$ cat config.mk
export PLATFORM = sky130hd
export DESIGN_NAME = grid_min_path_cost_check_flat
export DESIGN_NICKNAME = d
export VERILOG_FILES = /design/src/sv/gmpc_pkg.sv /design/src/sv/gmpc_if.sv /design/src/sv/gmpc_front.sv /design/src/sv/gmpc_queue.sv /design/src/sv/gmpc_back.sv /design/src/sv/grid_min_path_cost_check.sv /design/src/flat_wrapper.sv
export SDC_FILE = /design/constraint.sdc
export NUM_CORES = 2
export LEC_CHECK = 0
export BUFFER_PORTS_ARGS = -buffer_cell sky130_fd_sc_hd__buf_2
export CAP_MARGIN = 20
export CORE_MARGIN = 1
export CORE_UTILIZATION = 45
export CTS_BUF_LIST = sky130_fd_sc_hd__clkbuf_2 sky130_fd_sc_hd__clkbuf_4 sky130_fd_sc_hd__clkbuf_8
export DETAILED_ROUTE_END_ITERATION = 12
export PLACE_DENSITY = 0.59
export SLEW_MARGIN = 20
export SYNTH_ARGS = -nofsm -noshare
export SYNTH_HDL_FRONTEND = slang
export SYNTH_SLANG_ARGS = --single-unit
$ cat constraint.sdc
create_clock -name clk -period 14.4 [get_ports clk]
set_input_delay 2.88 -clock clk [delete_from_list [all_inputs] [get_ports clk]]
set_output_delay 2.88 -clock clk [all_outputs]
set_load 0.03 [all_outputs]
$ cat src/sv/gmpc_pkg.sv
// Shared types and constants for the grid minimum path cost checker.
// No dependencies; compiled first.
`timescale 1ns / 1ps

package gmpc_pkg;

  localparam int CELL_W  = 11;  // signed cell value on the input channel
  localparam int VAL_W   = 10;  // magnitude of an open cell
  localparam int COST_W  = 18;  // path cost
  localparam int MC_W    = 17;  // reported minimum cost
  localparam int SIZE_W  = 7;   // grid_rows / grid_cols register width
  localparam int CFG_W   = 18;  // config write data width
  localparam int IDX_W   = 2;   // config register index width

  localparam logic [COST_W-1:0] COST_UNREACH = 18'h3FFFF;
  localparam logic [COST_W-1:0] COST_SAT     = 18'h3FFFE;
  localparam logic [MC_W-1:0]   MINCOST_MAX  = 17'h1FFFF;

  localparam logic [IDX_W-1:0] REG_GRID_ROWS    = 2'd0;
  localparam logic [IDX_W-1:0] REG_GRID_COLS    = 2'd1;
  localparam logic [IDX_W-1:0] REG_DANGER_LIMIT = 2'd2;

  // Per-cell classification made by the front end.
  typedef struct packed {
    logic blocked;    // sign bit set
    logic top;        // first row: no cell above
    logic left_edge;  // first column: no cell to the left
    logic last;       // bottom-right cell of the grid
  } ctrl_t;

endpackage

$ cat src/sv/gmpc_if.sv
// Stream channel interfaces: cell input and result output.
// Depends on gmpc_pkg.
`timescale 1ns / 1ps

interface gmpc_cell_if;
  logic                                valid;
  logic                                ready;
  logic signed [gmpc_pkg::CELL_W-1:0]  cell_value;

  modport source (output valid, output cell_value, input ready);
  modport sink   (input valid, input cell_value, output ready);
endinterface

interface gmpc_result_if;
  logic                          valid;
  logic                          ready;
  logic                          route_reachable;
  logic [gmpc_pkg::MC_W-1:0]     min_cost;
  logic                          route_ok;

  modport source (output valid, output route_reachable, output min_cost, output route_ok,
                  input ready);
  modport sink   (input valid, input route_reachable, input min_cost, input route_ok,
                  output ready);
endinterface

$ cat src/sv/gmpc_front.sv
// Front end: accepts cells, tracks raster position, classifies each cell.
// Depends on gmpc_pkg and gmpc_cell_if.
`timescale 1ns / 1ps

module gmpc_front #(
  parameter int CNT_W = 6
) (
  input  logic                       clk,
  input  logic                       rst,
  gmpc_cell_if.sink                  cell_in,
  input  logic                       restart,
  input  logic [CNT_W-1:0]           rows_last,
  input  logic [CNT_W-1:0]           cols_last,
  input  logic                       q_full,
  output logic                       push,
  output gmpc_pkg::ctrl_t            push_ctrl,
  output logic [gmpc_pkg::VAL_W-1:0] push_value,
  output logic [CNT_W-1:0]           push_col
);

  logic [CNT_W-1:0] row_cnt;
  logic [CNT_W-1:0] col_cnt;
  logic             end_of_row;
  logic             end_of_grid;

  assign cell_in.ready = !q_full;
  assign push          = cell_in.valid && !q_full;

  assign end_of_row  = (col_cnt == cols_last);
  assign end_of_grid = end_of_row && (row_cnt == rows_last);

  always_comb begin
    push_ctrl.blocked   = cell_in.cell_value[gmpc_pkg::CELL_W-1];
    push_ctrl.top       = (row_cnt == '0);
    push_ctrl.left_edge = (col_cnt == '0);
    push_ctrl.last      = end_of_grid;
  end

  assign push_value = cell_in.cell_value[gmpc_pkg::VAL_W-1:0];
  assign push_col   = col_cnt;

  always_ff @(posedge clk) begin
    if (rst || restart) begin
      row_cnt <= '0;
      col_cnt <= '0;
    end else if (push) begin
      if (end_of_row) begin
        col_cnt <= '0;
        row_cnt <= end_of_grid ? '0 : row_cnt + 1'b1;
      end else begin
        col_cnt <= col_cnt + 1'b1;
      end
    end
  end

endmodule

$ cat src/sv/gmpc_queue.sv
// Two-entry FIFO between the front end and the cost engine.
// No package dependencies.
`timescale 1ns / 1ps

module gmpc_queue #(
  parameter int DATA_W = 8
) (
  input  logic              clk,
  input  logic              rst,
  input  logic              push,
  input  logic [DATA_W-1:0] push_data,
  input  logic              pop,
  output logic [DATA_W-1:0] pop_data,
  output logic              full,
  output logic              empty
);

  logic [DATA_W-1:0] entry [2];
  logic              wr_ptr;
  logic              rd_ptr;
  logic [1:0]        count;

  assign full     = (count == 2'd2);
  assign empty    = (count == 2'd0);
  assign pop_data = entry[rd_ptr];

  always_ff @(posedge clk) begin
    if (push) begin
      entry[wr_ptr] <= push_data;
    end
  end

  always_ff @(posedge clk) begin
    if (rst) begin
      wr_ptr <= 1'b0;
      rd_ptr <= 1'b0;
      count  <= 2'd0;
    end else begin
      if (push) begin
        wr_ptr <= !wr_ptr;
      end
      if (pop) begin
        rd_ptr <= !rd_ptr;
      end
      if (push && !pop) begin
        count <= count + 2'd1;
      end else if (pop && !push) begin
        count <= count - 2'd1;
      end
    end
  end

endmodule

$ cat src/sv/gmpc_back.sv
// Cost engine: row-above memory, left cost, per-cell cost update, result register.
// Depends on gmpc_pkg and gmpc_result_if.
`timescale 1ns / 1ps

module gmpc_back #(
  parameter int MAX_SIDE = 64,
  parameter int CNT_W    = 6
) (
  input  logic                        clk,
  input  logic                        rst,
  input  logic                        q_empty,
  input  gmpc_pkg::ctrl_t             q_ctrl,
  input  logic [gmpc_pkg::VAL_W-1:0]  q_value,
  input  logic [CNT_W-1:0]            q_col,
  output logic                        pop,
  input  logic [gmpc_pkg::COST_W-1:0] danger_limit,
  gmpc_result_if.source               result_out
);

  logic [gmpc_pkg::COST_W-1:0] row_above [MAX_SIDE];

  // execute stage
  logic                        exe_valid;
  gmpc_pkg::ctrl_t             exe_ctrl;
  logic [gmpc_pkg::VAL_W-1:0]  exe_value;
  logic [CNT_W-1:0]            exe_col;
  logic [gmpc_pkg::COST_W-1:0] above_rd;
  logic                        byp_hit;
  logic [gmpc_pkg::COST_W-1:0] byp_data;
  logic [gmpc_pkg::COST_W-1:0] left_cost;

  // result register
  logic                        res_valid;
  logic                        res_reach;
  logic [gmpc_pkg::MC_W-1:0]   res_min_cost;
  logic                        res_ok;

  logic                        exe_done;
  logic [gmpc_pkg::COST_W-1:0] above;
  logic [gmpc_pkg::COST_W-1:0] best;
  logic [gmpc_pkg::COST_W:0]   sum;
  logic [gmpc_pkg::COST_W-1:0] cost;

  // A last cell waits only if the result register is still occupied.
  assign exe_done = exe_valid && (!exe_ctrl.last || !res_valid || result_out.ready);
  assign pop      = !q_empty && (!exe_valid || exe_done);

  // The previous cell may write the same column in the cycle this one was read.
  assign above = byp_hit ? byp_data : above_rd;

  always_comb begin
    best = exe_ctrl.top ? gmpc_pkg::COST_UNREACH : above;
    if (!exe_ctrl.left_edge && (left_cost < best)) begin
      best = left_cost;
    end
    sum  = {1'b0, best} + {{(gmpc_pkg::COST_W + 1 - gmpc_pkg::VAL_W){1'b0}}, exe_value};
    cost = gmpc_pkg::COST_UNREACH;
    if (!exe_ctrl.blocked) begin
      if (exe_ctrl.top && exe_ctrl.left_edge) begin
        cost = {{(gmpc_pkg::COST_W - gmpc_pkg::VAL_W){1'b0}}, exe_value};
      end else if (best != gmpc_pkg::COST_UNREACH) begin
        cost = (sum > {1'b0, gmpc_pkg::COST_SAT}) ? gmpc_pkg::COST_SAT
                                                  : sum[gmpc_pkg::COST_W-1:0];
      end
    end
  end

  always_ff @(posedge clk) begin
    if (exe_done) begin
      row_above[exe_col] <= cost;
    end
    if (pop) begin
      above_rd <= row_above[q_col];
    end
  end

  always_ff @(posedge clk) begin
    if (pop) begin
      exe_ctrl  <= q_ctrl;
      exe_value <= q_value;
      exe_col   <= q_col;
      byp_hit   <= exe_done && (exe_col == q_col);
      byp_data  <= cost;
    end
    if (exe_done) begin
      left_cost <= cost;
    end
    if (exe_done && exe_ctrl.last) begin
      res_reach    <= (cost != gmpc_pkg::COST_UNREACH);
      res_min_cost <= (cost == gmpc_pkg::COST_UNREACH) ? '0 :
                      (cost > {1'b0, gmpc_pkg::MINCOST_MAX}) ? gmpc_pkg::MINCOST_MAX :
                      cost[gmpc_pkg::MC_W-1:0];
      res_ok       <= (cost != gmpc_pkg::COST_UNREACH) && (cost <= danger_limit);
    end
  end

  always_ff @(posedge clk) begin
    if (rst) begin
      exe_valid <= 1'b0;
      res_valid <= 1'b0;
    end else begin
      if (pop) begin
        exe_valid <= 1'b1;
      end else if (exe_done) begin
        exe_valid <= 1'b0;
      end
      if (exe_done && exe_ctrl.last) begin
        res_valid <= 1'b1;
      end else if (result_out.ready) begin
        res_valid <= 1'b0;
      end
    end
  end

  assign result_out.valid           = res_valid;
  assign result_out.route_reachable = res_reach;
  assign result_out.min_cost        = res_min_cost;
  assign result_out.route_ok        = res_ok;

endmodule

$ cat src/sv/grid_min_path_cost_check.sv
// Top level of the grid minimum path cost checker: config registers, front end,
// queue and cost engine. Depends on gmpc_pkg, gmpc_if, gmpc_front, gmpc_queue, gmpc_back.
`timescale 1ns / 1ps

// Usage
//   cell_in    : one grid cell per transfer, raster order (row by row, left to
//                right). A negative cell_value marks a blocked cell.
//   result_out : one transfer per grid, after its bottom-right cell, giving
//                route_reachable, min_cost (0 if unreachable, clipped to
//                131071) and route_ok (reachable and cost <= danger_limit).
//   cfg_*      : write port. Index 0 grid_rows, 1 grid_cols, 2 danger_limit.
//                Sizes (cfg_wdata[6:0]) of 0 count as 1, above MAX_SIDE as MAX_SIDE.
//                Writing a size restarts the grid at the top-left cell.
//                Write only while no grid is in flight.
// Throughput: one cell per cycle while nothing stalls; the cost engine does one add and
//   one compare per cell against a one-row cost memory.
// Stall: a 2-entry queue sits between the front end and the cost engine; if
//   result_out is held, the last cell waits in the engine, the queue fills and
//   cell_in.ready drops. Cells of the next grid keep flowing until then.
// Reset: sizes 64 x 64, danger_limit 0, position at the top-left cell.
//   The row memory is not cleared; the first row never uses what it reads from it.

module grid_min_path_cost_check #(
  parameter int MAX_SIDE = 64
) (
  input  logic                       clk,
  input  logic                       rst,
  gmpc_cell_if.sink                  cell_in,
  gmpc_result_if.source              result_out,
  input  logic                       cfg_we,
  input  logic [gmpc_pkg::IDX_W-1:0] cfg_index,
  input  logic [gmpc_pkg::CFG_W-1:0] cfg_wdata
);

  localparam int CNT_W  = (MAX_SIDE > 1) ? $clog2(MAX_SIDE) : 1;
  localparam int ITEM_W = $bits(gmpc_pkg::ctrl_t) + gmpc_pkg::VAL_W + CNT_W;

  // Effective size minus one: the last row/column index.
  function automatic logic [CNT_W-1:0] side_last(input logic [gmpc_pkg::SIZE_W-1:0] v);
    logic [31:0] wide;
    wide = {{(32 - gmpc_pkg::SIZE_W){1'b0}}, v};
    if (wide == 32'd0) begin
      return '0;
    end else if (wide > MAX_SIDE) begin
      return CNT_W'(MAX_SIDE - 1);
    end else begin
      return CNT_W'(wide - 32'd1);
    end
  endfunction

  // Config registers (sizes held already clamped)
  logic [CNT_W-1:0]            rows_last;
  logic [CNT_W-1:0]            cols_last;
  logic [gmpc_pkg::COST_W-1:0] danger_limit;
  logic                        restart;

  assign restart = cfg_we && ((cfg_index == gmpc_pkg::REG_GRID_ROWS) ||
                              (cfg_index == gmpc_pkg::REG_GRID_COLS));

  always_ff @(posedge clk) begin
    if (rst) begin
      rows_last    <= side_last(7'd64);
      cols_last    <= side_last(7'd64);
      danger_limit <= '0;
    end else if (cfg_we) begin
      case (cfg_index)
        gmpc_pkg::REG_GRID_ROWS:    rows_last    <= side_last(cfg_wdata[gmpc_pkg::SIZE_W-1:0]);
        gmpc_pkg::REG_GRID_COLS:    cols_last    <= side_last(cfg_wdata[gmpc_pkg::SIZE_W-1:0]);
        gmpc_pkg::REG_DANGER_LIMIT: danger_limit <= cfg_wdata[gmpc_pkg::COST_W-1:0];
        default: ;
      endcase
    end
  end

  // Front end -> queue
  logic                       push;
  gmpc_pkg::ctrl_t            push_ctrl;
  logic [gmpc_pkg::VAL_W-1:0] push_value;
  logic [CNT_W-1:0]           push_col;
  logic                       q_full;
  logic                       q_empty;
  logic                       pop;
  logic [ITEM_W-1:0]          q_data;

  // Queue -> cost engine
  gmpc_pkg::ctrl_t            q_ctrl;
  logic [gmpc_pkg::VAL_W-1:0] q_value;
  logic [CNT_W-1:0]           q_col;

  gmpc_front #(
    .CNT_W (CNT_W)
  ) u_front (
    .clk        (clk),
    .rst        (rst),
    .cell_in    (cell_in),
    .restart    (restart),
    .rows_last  (rows_last),
    .cols_last  (cols_last),
    .q_full     (q_full),
    .push       (push),
    .push_ctrl  (push_ctrl),
    .push_value (push_value),
    .push_col   (push_col)
  );

  gmpc_queue #(
    .DATA_W (ITEM_W)
  ) u_queue (
    .clk       (clk),
    .rst       (rst),
    .push      (push),
    .push_data ({push_ctrl, push_value, push_col}),
    .pop       (pop),
    .pop_data  (q_data),
    .full      (q_full),
    .empty     (q_empty)
  );

  assign {q_ctrl, q_value, q_col} = q_data;

  gmpc_back #(
    .MAX_SIDE (MAX_SIDE),
    .CNT_W    (CNT_W)
  ) u_back (
    .clk          (clk),
    .rst          (rst),
    .q_empty      (q_empty),
    .q_ctrl       (q_ctrl),
    .q_value      (q_value),
    .q_col        (q_col),
    .pop          (pop),
    .danger_limit (danger_limit),
    .result_out   (result_out)
  );

endmodule
$ cat src/flat_wrapper.sv
// flat-port wrapper written by rule: the top's interface ports become plain ports
module grid_min_path_cost_check_flat 
#(
  parameter int MAX_SIDE = 64
)
  (clk, rst, cfg_we, cfg_index, cfg_wdata, cell_in_valid, cell_in_cell_value, cell_in_ready, result_out_valid, result_out_route_reachable, result_out_min_cost, result_out_route_ok, result_out_ready);
  gmpc_cell_if cell_in_i ();
  gmpc_result_if result_out_i ();
  input  logic clk;
  input  logic rst;
  input  logic cfg_we;
  input  logic [gmpc_pkg::IDX_W-1:0] cfg_index;
  input  logic [gmpc_pkg::CFG_W-1:0] cfg_wdata;
  input wire logic [$bits(cell_in_i.valid)-1:0] cell_in_valid;
  input wire logic [$bits(cell_in_i.cell_value)-1:0] cell_in_cell_value;
  output wire logic [$bits(cell_in_i.ready)-1:0] cell_in_ready;
  output wire logic [$bits(result_out_i.valid)-1:0] result_out_valid;
  output wire logic [$bits(result_out_i.route_reachable)-1:0] result_out_route_reachable;
  output wire logic [$bits(result_out_i.min_cost)-1:0] result_out_min_cost;
  output wire logic [$bits(result_out_i.route_ok)-1:0] result_out_route_ok;
  input wire logic [$bits(result_out_i.ready)-1:0] result_out_ready;
  assign cell_in_i.valid = cell_in_valid;
  assign cell_in_i.cell_value = cell_in_cell_value;
  assign cell_in_ready = cell_in_i.ready;
  assign result_out_valid = result_out_i.valid;
  assign result_out_route_reachable = result_out_i.route_reachable;
  assign result_out_min_cost = result_out_i.min_cost;
  assign result_out_route_ok = result_out_i.route_ok;
  assign result_out_i.ready = result_out_ready;
  grid_min_path_cost_check #(.MAX_SIDE(MAX_SIDE)) u_core (.clk(clk), .rst(rst), .cell_in(cell_in_i), .result_out(result_out_i), .cfg_we(cfg_we), .cfg_index(cfg_index), .cfg_wdata(cfg_wdata));
endmodule
==> impl_results.md <==
* Cell Pwr Density at 206 nW/um^2
* Slew Viols, Final at 0
* Clk Latency, worst-skew pair at between 0.9 and 1 ns
* Initial antenna violation count at 6
* Post-detail-place hpwl at approximately 80000 um
* Cts hold-fix bufs at 0
* Synth async-reset ratio at 0%
* Fin crit period at 9.23 ns
* Final hold slack at 0.460 ns
* Vias/cell at 5.70
* Synthesis-stage register bit count at 1335
* Count leader, synth: edfxtp_1
* Most used cell, CP: a21oi_1
* Max cap viols at 0
* Share of cells above drive strength 1 at 13.1%
* IO Count at 57
* Placer Congestion at between 0.8 and 0.9
* Worst EP arrival at 10.01 ns
* Worst clock skew at approximately 0.043 ns
* Gate Count Post-Synth at about 4400
* RSZ-0062 raised after global routing: no
* Total chip power at 12.7 mW
* Area of the core at around 120000 um^2
* Sequential area share after synthesis at a little under three quarters
* Synth cell types at 76
* Status: completed
* Top Family by Delay on Critical Path: compound AO/OA/AOI/OAI gates
* Share of the synthesized area in the top cell type at 69.9%
* Die ar. at 124000 um^2
* Syn nets at between 4000 and 5000
* CP startpoint kind: flop
* Syn_area_per_cell at ~13 um^2
* Required time worst endpoint at about 15 ns
* Setup TNS at 0 ns
* Worst path slowest cell: edfxtp_1
* Wire length per cell after detailed routing at 23.9 um
* Synth area leader: edfxtp_1
* CP bufs+invs at 1
* Clock buffer depth at 3
* Leakage at between 20 and 25 nW
* Rel. slew slack at 26.6%
* Routed vias at 35911
* Most instantiated cells after synthesis: 1286 x edfxtp_1, 1224 x nand2_1, 592 x nand3_1
* DRT Pass-1 Iters at 6
* Min-delay worst type: reg2reg
* Slack of the critical path at 5.17 ns
* Fin nets at 4591
* First-pass GRT wire length at 222000 um
* Highest net fanout along the worst path at 67
* Total grt overflow at 0
* P&R area growth vs syn at 11.8%
* Setup CP Type: reg2reg
* Largest net degree at the start of global routing at ~160
* Final setup fails at 0
* Antenna-violating nets left at 0
* DP Worst Slack at 5.32 ns
* H-tree depth at 4
* CTS Root Cell: clkbuf_8
* CP endpoint kind: flop
* Number of synthesized flops with an enable pin at around 1300
* Drt drc at 0
* Syn Std Cell Area at 55200 um^2
* CTS resizes at 0
* Vias in the first global route at ~35000
* Final Hold Fails at 0
* Filler cells at 10557
* Crit path largest cell delay at 0.75 ns
* Ys Warns at 0
* Total track usage at 23.9%
* Clk slew on worst S/H paths at 0.06 ns
* Final WL at 151000 um
* Slew @ Worst Pin at ~1.1 ns
* DRT iter0 DRCs at around 3600
* Fmax at 0.108 GHz
* TritonCTS clock tree: yes
* Tcrit/Tclk final at 64.1%
* Placement row count at 128
* Starting Density at 45.4%
* Predominant post-synthesis flop cell: edfxtp_1
* Peak supply drop at 0.000199 V
* Largest cells by area after synthesis: edfxtp_1 70%, nand2_1 8.3%, nand3_1 5.4%
* Port bufs at 56
* Die X at about 350 um
* Total CTS buffers at 211
* Post-CTS setup buffer count at 0
* Clock sink count at 1335
* Die H at approximately 350 um
cell usage in the layout, fill, tap and decap left out, types with 15 or more instances in the layout:
cell type  instances
nor2_1            87
and3_1            79
nor2_2            27
o21ai_0           21
a311oi_1         198
mux2_2            15
xor2_1            26
nand3_1          592
dfxtp_1           49
edfxtp_1        1286
a211oi_1          19
a211o_1           15
a31oi_1           19
clkinv_2          17
buf_2             56
xnor2_1           26
a21oi_1           98
clkinv_1          54
nor2_4            25
nor2b_1           28
inv_1             30
nand2_1         1224
clkbuf_4          80
buf_4             86
nand4_1           17
clkbuf_8         220
ha_1              52
nor3_1            25
logic make-up after synthesis:
group                    after synthesis  share of synthesized area, %
AND/OR/NAND/NOR                     2164                          17.0
flip-flops                          1335                          71.7
AO/OA/AOI/OAI                        472                          6.54
buffers and inverters                315                          2.18
adder cells (fa/ha/maj)               53                          1.21
XOR/XNOR                              52                         0.825
multiplexers                          25                         0.489
state kept, by name (all words and copies together), names as in the netlist, 10 cells and up, named ones only:
name	flops
u_core.danger_limit	18
u_core.u_back.above_rd	18
u_core.u_back.byp_data	18
u_core.u_back.exe_value	10
u_core.u_back.left_cost	18
u_core.u_back.result_out.min_cost	17
u_core.u_back.row_above	1152
u_core.u_queue.entry	40
layer usage:
layer	track usage, %	share of wire [%]	vias to the layer above
met3	4.11	6.9	236
li1	-	-	16455
met4	9.03	2.9	0
met5	0	0	-
met2	38.5	48	1281
met1	32.5	42	17939
layout make-up:
| cell class | instances | area (um^2) | share of cell area, % |
|---|---|---|---|
| sequential | 1335 | 39600 | 64.2 |
| multi-input combinational | 2766 | 14800 | 24.0 |
| clock buffer | 300 | 3630 | 5.88 |
| tap | 1625 | 2030 | 3.29 |
| timing repair buffer | 151 | 1080 | 1.75 |
| clock inverter | 80 | 399 | 0.647 |
| inverter | 37 | 154 | 0.249 |
| antenna | 1 | 2.50 | 0.00405 |
stage by stage:
stage	cells	utilization (%)	cell area, um^2
floorplan	4416	-	55200
global placement	5911	47.3	57600
detailed placement	5914	47.4	57700
CTS	6294	50.7	61700
global route	6295	50.7	61700
finish	6295	50.7	61700
path summary, 6_finish.rpt:
kind / startpoint / end / slack, ns / cells past startpoint
setup / recovery: u_core.u_back.exe_ctrl[2]$_DFFE_PP_ / u_core.u_back.result_out.route_ok$_DFFE_PP_ / 5.17 / 32
hold / removal: u_core.danger_limit[17]$_SDFFE_PP0P_ / u_core.danger_limit[17]$_SDFFE_PP0P_ / 0.46 / 2
setup reg to reg: u_core.u_back.exe_ctrl[2]$_DFFE_PP_ / u_core.u_back.result_out.route_ok$_DFFE_PP_ / 5.17 / 32
hold reg to reg: u_core.danger_limit[17]$_SDFFE_PP0P_ / u_core.danger_limit[17]$_SDFFE_PP0P_ / 0.46 / 2
worst min-delay path, stage by stage, from the launching register on:
cell and delay [ns]:
dfxtp_1 0.31, nand2_1 0.05, a21oi_1 0.05
power breakdown:
part	leakage (nW)	internal, mW	switching (mW)	total, mW
registers	11.9	5.24	0.108	5.35
clock network	2.13	1.63	1.46	3.09
logic	6.85	1.04	3.24	4.28
total	20.8	7.92	4.81	12.7
(Power assumes the default switching activity.)
